===== src/itra_pkg.sv =====
// Types, constants and helper functions for the integer to radix text converter.
// Depends on nothing; imported by every module of the block.
`timescale 1ns / 1ps

package itra_pkg;

    // Input beat: value to convert and the radix to use.
    typedef struct packed {
        logic signed [31:0] value;
        logic [5:0]         radix;
    } t_in;

    // Output beat: one character of text.
    typedef struct packed {
        logic [6:0] char_code;
        logic       last;
        logic       error;
    } t_out;

    // Sequencer states.
    typedef enum logic [2:0] {
        S_IDLE,
        S_ERR,
        S_DIV,
        S_SIGN,
        S_READ,
        S_EMIT
    } t_state;

    // Status from the shared divider back to the sequencer.
    typedef struct packed {
        logic busy;
        logic done;
        logic quot_zero;
    } t_div_stat;

    localparam logic [5:0] RADIX_MIN  = 6'd2;
    localparam logic [5:0] RADIX_MAX  = 6'd36;
    localparam logic [5:0] RADIX_TEN  = 6'd10;
    localparam logic [6:0] CHAR_ZERO  = 7'h30;
    localparam logic [6:0] CHAR_NINE  = 7'h39;
    localparam logic [6:0] CHAR_A     = 7'h61;
    localparam logic [6:0] CHAR_Z     = 7'h7a;
    localparam logic [6:0] CHAR_MINUS = 7'h2d;
    localparam logic [6:0] DIGIT_MAX  = 7'd9;
    localparam logic [6:0] DIGIT_TEN  = 7'd10;

    // Map a digit value 0..35 to its ASCII character.
    function automatic logic [6:0] digit_char(input logic [5:0] d);
        logic [6:0] dx;
        dx = {1'b0, d};
        if (dx > DIGIT_MAX) begin
            return CHAR_A + (dx - DIGIT_TEN);
        end
        return CHAR_ZERO + dx;
    endfunction

endpackage


===== src/itra_divider.sv =====
// Shared radix-2 restoring divider: one quotient bit per cycle, quotient built in place.
// Depends on itra_pkg for the status struct.
`timescale 1ns / 1ps

module itra_divider
    import itra_pkg::*;
#(
    parameter int WORD_BITS = 32
) (
    input  logic                 i_clk,
    input  logic                 i_rst_n,
    input  logic                 i_load,
    input  logic [WORD_BITS-1:0] i_load_mag,
    input  logic                 i_start,
    input  logic [5:0]           i_radix,
    output t_div_stat            o_stat,
    output logic [5:0]           o_digit
);

    localparam int BW = (WORD_BITS > 1) ? $clog2(WORD_BITS) : 1;
    localparam logic [BW-1:0] LAST_BIT = BW'(WORD_BITS - 1);

    logic [WORD_BITS-1:0] r_mag;
    logic [5:0]           r_rem;
    logic [BW-1:0]        r_bits;
    logic                 r_busy;
    logic                 r_done;

    logic [6:0]           rem_sh;
    logic                 ge;
    logic [6:0]           rem_nx;

    // One shift, compare and subtract step
    always_comb begin
        rem_sh = {r_rem, r_mag[WORD_BITS-1]};
        ge     = (rem_sh >= {1'b0, i_radix});
        rem_nx = ge ? (rem_sh - {1'b0, i_radix}) : rem_sh;
    end

    // Control: busy flag, bit counter, done pulse
    always_ff @(posedge i_clk) begin
        if (!i_rst_n) begin
            r_busy <= 1'b0;
            r_done <= 1'b0;
            r_bits <= '0;
        end else begin
            r_done <= 1'b0;
            if (i_start) begin
                r_busy <= 1'b1;
                r_bits <= '0;
            end else if (r_busy) begin
                r_bits <= r_bits + 1'b1;
                if (r_bits == LAST_BIT) begin
                    r_busy <= 1'b0;
                    r_done <= 1'b1;
                end
            end
        end
    end

    // Datapath: partial remainder and magnitude/quotient register
    always_ff @(posedge i_clk) begin
        if (i_load) begin
            r_mag <= i_load_mag;
        end else if (r_busy && !i_start) begin
            r_mag <= {r_mag[WORD_BITS-2:0], ge};
        end
        if (i_start) begin
            r_rem <= '0;
        end else if (r_busy) begin
            r_rem <= rem_nx[5:0];
        end
    end

    assign o_stat.busy      = r_busy;
    assign o_stat.done      = r_done;
    assign o_stat.quot_zero = (r_mag == '0);
    assign o_digit          = r_rem;

endmodule


===== src/integer_to_radix_ascii.sv =====
// Top level of the integer to radix text converter.
// Depends on itra_pkg and itra_divider.
`timescale 1ns / 1ps

// Converts a signed integer to ASCII text in a radix from 2 to 36, one character per
// output beat, most significant first, last flagged on the final character. A minus sign
// leads only for negative values in base 10; in other radices a negative value is
// converted as its WORD_BITS-bit unsigned pattern. A radix outside 2..36 gives one beat
// with error set and char_code 0. Digits come from a single shared restoring divider that
// produces one quotient bit per cycle; the digits are kept in a small store and then read
// back in reverse, each character through a read state and an emit state. The input is
// not ready while a conversion runs; the final character may still wait in the output
// register while the next item is taken.
module integer_to_radix_ascii
    import itra_pkg::*;
#(
    parameter int WORD_BITS = 32
) (
    input  logic i_clk,
    input  logic i_rst_n,
    input  logic i_in_valid,
    output logic o_in_ready,
    input  t_in  i_in_data,
    output logic o_out_valid,
    input  logic i_out_ready,
    output t_out o_out_data
);

    localparam int AW = (WORD_BITS > 1) ? $clog2(WORD_BITS) : 1;
    localparam int CW = $clog2(WORD_BITS + 1);

    t_state               r_state, n_state;
    logic [5:0]           r_radix, n_radix;
    logic                 r_neg, n_neg;
    logic [CW-1:0]        r_count, n_count;
    logic                 r_out_valid;
    t_out                 r_out;
    logic [5:0]           r_rd_data;
    logic [5:0]           r_mem [WORD_BITS];

    logic                 out_free;
    logic                 out_load;
    t_out                 out_beat;
    logic                 div_load;
    logic                 div_start;
    logic [WORD_BITS-1:0] word;
    logic [WORD_BITS-1:0] load_mag;
    logic                 in_neg;
    logic                 radix_ok;
    logic                 store_we;
    logic [AW-1:0]        rd_addr;
    t_div_stat            div_stat;
    logic [5:0]           div_digit;

    // Shared divider
    itra_divider #(
        .WORD_BITS(WORD_BITS)
    ) u_div (
        .i_clk      (i_clk),
        .i_rst_n    (i_rst_n),
        .i_load     (div_load),
        .i_load_mag (load_mag),
        .i_start    (div_start),
        .i_radix    (r_radix),
        .o_stat     (div_stat),
        .o_digit    (div_digit)
    );

    // Prepare the magnitude: sign-extend or truncate, negate only for decimal
    always_comb begin
        word     = WORD_BITS'(i_in_data.value);
        radix_ok = (i_in_data.radix >= RADIX_MIN) && (i_in_data.radix <= RADIX_MAX);
        in_neg   = i_in_data.value[31] && (i_in_data.radix == RADIX_TEN);
        load_mag = in_neg ? ((~word) + 1'b1) : word;
    end

    assign out_free = !r_out_valid || i_out_ready;
    assign rd_addr  = AW'(r_count - 1'b1);

    // Sequencer: next state and control
    always_comb begin
        n_state    = r_state;
        n_radix    = r_radix;
        n_neg      = r_neg;
        n_count    = r_count;
        out_load   = 1'b0;
        out_beat   = '0;
        div_load   = 1'b0;
        div_start  = 1'b0;
        store_we   = 1'b0;
        o_in_ready = 1'b0;
        unique case (r_state)
            S_IDLE: begin
                o_in_ready = 1'b1;
                if (i_in_valid) begin
                    if (radix_ok) begin
                        n_radix   = i_in_data.radix;
                        n_neg     = in_neg;
                        n_count   = '0;
                        div_load  = 1'b1;
                        div_start = 1'b1;
                        n_state   = S_DIV;
                    end else begin
                        n_state = S_ERR;
                    end
                end
            end
            S_ERR: begin
                if (out_free) begin
                    out_load       = 1'b1;
                    out_beat.last  = 1'b1;
                    out_beat.error = 1'b1;
                    n_state        = S_IDLE;
                end
            end
            S_DIV: begin
                if (div_stat.done) begin
                    store_we = 1'b1;
                    n_count  = r_count + 1'b1;
                    if (div_stat.quot_zero) begin
                        n_state = r_neg ? S_SIGN : S_READ;
                    end else begin
                        div_start = 1'b1;
                    end
                end
            end
            S_SIGN: begin
                if (out_free) begin
                    out_load           = 1'b1;
                    out_beat.char_code = CHAR_MINUS;
                    n_state            = S_READ;
                end
            end
            S_READ: begin
                n_count = r_count - 1'b1;
                n_state = S_EMIT;
            end
            S_EMIT: begin
                if (out_free) begin
                    out_load           = 1'b1;
                    out_beat.char_code = digit_char(r_rd_data);
                    out_beat.last      = (r_count == '0);
                    n_state            = (r_count == '0) ? S_IDLE : S_READ;
                end
            end
            default: begin
                n_state = S_IDLE;
            end
        endcase
    end

    // Control registers
    always_ff @(posedge i_clk) begin
        if (!i_rst_n) begin
            r_state     <= S_IDLE;
            r_neg       <= 1'b0;
            r_count     <= '0;
            r_out_valid <= 1'b0;
        end else begin
            r_state <= n_state;
            r_neg   <= n_neg;
            r_count <= n_count;
            if (out_load) begin
                r_out_valid <= 1'b1;
            end else if (i_out_ready) begin
                r_out_valid <= 1'b0;
            end
        end
    end

    // Payload registers
    always_ff @(posedge i_clk) begin
        r_radix <= n_radix;
        if (out_load) begin
            r_out <= out_beat;
        end
    end

    // Digit store: write at the fill count, read back in reverse and hold while emitting
    always_ff @(posedge i_clk) begin
        if (store_we) begin
            r_mem[r_count[AW-1:0]] <= div_digit;
        end
        if (r_state == S_READ) begin
            r_rd_data <= r_mem[rd_addr];
        end
    end

    assign o_out_valid = r_out_valid;
    assign o_out_data  = r_out;

endmodule


===== config.mk =====
export PLATFORM = sky130hd
export DESIGN_NAME = integer_to_radix_ascii
export DESIGN_NICKNAME = d
export VERILOG_FILES = /design/src/itra_pkg.sv /design/src/itra_divider.sv /design/src/integer_to_radix_ascii.sv
export SDC_FILE = /design/constraint.sdc
export NUM_CORES = 1
export LEC_CHECK = 0
export BUFFER_PORTS_ARGS = -buffer_cell sky130_fd_sc_hd__buf_2
export CORE_UTILIZATION = 40
export DETAILED_ROUTE_END_ITERATION = 12
export PLACE_DENSITY = 0.61
export SLEW_MARGIN = 10
export SYNTH_ARGS = -nofsm -noshare
export SYNTH_HDL_FRONTEND = slang
export SYNTH_SLANG_ARGS = --single-unit
export TNS_END_PERCENT = 10

===== constraint.sdc =====
create_clock -name i_clk -period 11.7 [get_ports i_clk]
set_input_delay 2.34 -clock i_clk [delete_from_list [all_inputs] [get_ports i_clk]]
set_output_delay 2.34 -clock i_clk [all_outputs]
set_load 0.02 [all_outputs]

==> metrics <==
DP Area=13,020 µm²; synthesized area=12,330 µm²; Yosys warnings=0; count of buffers from port buffering=52; WS Path Type=input port to register; RSZ-0062 raised after global routing=false; Worst-Skew Late Latency=0.55 ns; synth unique cells=62; worst min path class=register to register; crit share post-route=between 30% and 40%; Layout area overhead=13.03%; DIE AREA=31,540 µm²; Syn Area/Cell=13.55 µm²; overall routing resource usage=17.33%; Max FO, Critical Path=between 60 and 70; slew margin rel.=40.57%; layout cells sized above 1=between 15 and 20%; Leakage=0.004661 µW; Worst Hold Depth=2; fmax=0.2213 GHz; DIE HEIGHT=177.6 µm; Final Hold Fails=0; initial antenna violation count=0; post-synthesis sequential area ratio=63.55%; first-pass GRT wire length=41.75 mm; top cell type's share of synthesized area=about 60%; worst setup path startpoint=i_in_data[4]; fin nets=1,026; Yosys top cell by area=edfxtp_1; Initial DRC Count=677; IO Pins=53; CTS tree=built; placed insts=1,323; Setup Buffers After CTS=0; PostCTS Resize Cnt=0; final non-filler cell total=between 1,000 and 1,500; antenna cells=0; Post-synth EDFFs=245; Post-synth top flop=edfxtp_1; Core Region=roughly 30,000 µm²; starting density of the core=roughly two fifths; number of fill cells=between 2,000 and 3,000; routed vias=7,454; asr flop ratio synth=0%; setup TNS=0 ns; WHS Endpoint=u_div.r_bits[4]$_SDFFE_PP0P_; clock sink total=269; DRT Wirelength=26.23 mm; worst hold start=u_div.r_bits[4]$_SDFFE_PP0P_; area of the multi-input gates=4220 µm²; FF+latch count, synth=269; clock root buffer=clkbuf_16; hpwl dp=around 17 mm; slowest CP cell=buf_4; worst path required time=11.90 ns; routed length per instance=19.05 µm; Setup violations, final=0; Worst-Margin Slew=roughly 0.9 ns; Worst Clk Skew=0.01333 ns; worst path cell trace=buf_2 > or3_1 > or3_1 > nand3_2 > buf_4 > o21ai_1 > o21ai_2 > buf_4; Power Density=207.8 nW/µm²; worst path arrival time=4.72 ns; CTS buffer count=29; clock buffer depth=3; drt first pass iters=5; Syn Inst Count=910; CP max stage delay=0.44 ns; num rows=63; Reg clk slew, reported paths=about 0.060 ns; vias per cell=5.413; Worst Setup End Kind=register; VDD IR max=between 100 and 150 µV; reg2reg start=r_count[0]$_SDFFE_PN0P_; vias in the first global route=7,225; top post-synthesis cells by area=edfxtp_1, mux4_2, dfxtp_1; width of the die=177.6 µm; cts hold-fix bufs=0; Placer Congestion=0.8498; Syn Nets=just under 1,000; Clock H-tree levels=1; Startpoint Class=input port; largest net degree at the start of global routing=64; # DRC=0; final instance area=13,940 µm²; flop2flop setup slack=8.44 ns; R2R Path End=r_rd_data[3]$_DFFE_PP_; status=finished, final reports clean; Register-to-Register Path Depth=7; Detail Route Antenna Nets=0; fin crit period=4.519 ns; Reg area=between 7000 and 8000 µm²; Slew Limit Fails=0; total gr overflow=0; MaxCap Viol Count=0
per-stage QoR:
step           hold WS [ns]  total power (µW)  worst slack [ns]  util, %
2_1_floorplan        0.4673              1802             5.500        -
3_3_place_gp         0.4809              2036             6.591    43.47
3_5_place_dp         0.4989              2045             6.605    43.47
4_1_cts              0.5158              2918             7.184    46.54
5_1_grt              0.5585              3045             6.974    46.54
6_report             0.5116              2897             7.181    46.54
critical path, delay by kind of cell:
family / cells / cell delay, ns
and+or+nand+nor: 3 / 0.84
AOI/OAI and AO/OA: 2 / 0.55
buffers and inverters: 3 / 0.95
routing by layer:
layer  up-vias  GRT usage (%)  routed length [µm]
met5         -              0                   0
met3        36          2.485                1258
met2       189          27.12               12220
met1      3640          25.24               12200
met4         0          4.701                 548
li1       3589              -                   -
cells by family after synthesis:
| group | count (synthesis) | synth area share (%) |
|---|---|---|
| simple gates | 308 | 12.06 |
| fa+ha+maj | 20 | 2.090 |
| compound gates | 141 | 7.305 |
| buf+inv | 71 | 2.344 |
| flops | 269 | 63.55 |
| mux | 59 | 9.668 |
| xor+xnor | 42 | 2.983 |
report_power, final:
group / internal (µW) / switching, µW
combinational: 265 / 461
sequential: 1230 / 60.2
clock: 511 / 366
how the worst max path moves through the flow:
stage	to	slack [ns]
floorplan	u_div.r_mag[0]$_DFFE_PP_	5.50
global placement	u_div.r_mag[13]$_DFFE_PP_	6.59
detailed placement	u_div.r_mag[13]$_DFFE_PP_	6.61
CTS	u_div.r_mag[13]$_DFFE_PP_	7.18
global route	u_div.r_mag[13]$_DFFE_PP_	6.97
finish	u_div.r_mag[13]$_DFFE_PP_	7.18
Yosys cell counts, drive strengths merged, types with 7 or more instances:
master and number:
xor2 12, nor3 15, nor4 14, o21a 7, inv 27, ha 19
nor2 84, nand3 26, o21ai 53, mux2i 10, edfxtp 245, a31oi 13
nand2b 8, nand2 106, a32oi 9, dfxtp 24, clkbuf 27, and3 9
buf 16, xnor2 30, mux4 48, a21oi 21
sequential cells by signal (all words and copies together), names as in the netlist:
name and count:
r_mem 192, u_div.r_mag 32, o_out_data 9, r_count 6, r_radix 6, r_rd_data 6, u_div.o_digit 6, u_div.r_bits 5
r_state 3, o_out_valid 1, r_neg 1, u_div.r_busy 1, u_div.r_done 1
cells in the final DEF (no fill, tap or decap), drive strengths merged, types with 7 or more instances in the layout:
cell	count
o21a	7
a31oi	13
mux2i	10
nand3	26
o21ai	53
inv	28
edfxtp	245
and3	9
nand2b	8
clkbuf	40
nor2	84
ha	19
clkinv	9
xnor2	30
xor2	12
nor3	15
buf	66
a21oi	21
nand2	106
mux4	48
dfxtp	24
nor4	14
a32oi	9
cell type report:
type | count | area share [%]
Sequential cell | 269 | 56.25
Multi-Input combinational cell | 570 | 30.28
Clock buffer | 40 | 5.574
Tap cell | 390 | 3.501
Timing Repair Buffer | 66 | 2.621
Clock inverter | 14 | 1.023
Inverter | 28 | 0.7540
Power figures use the tool's default switching activity.
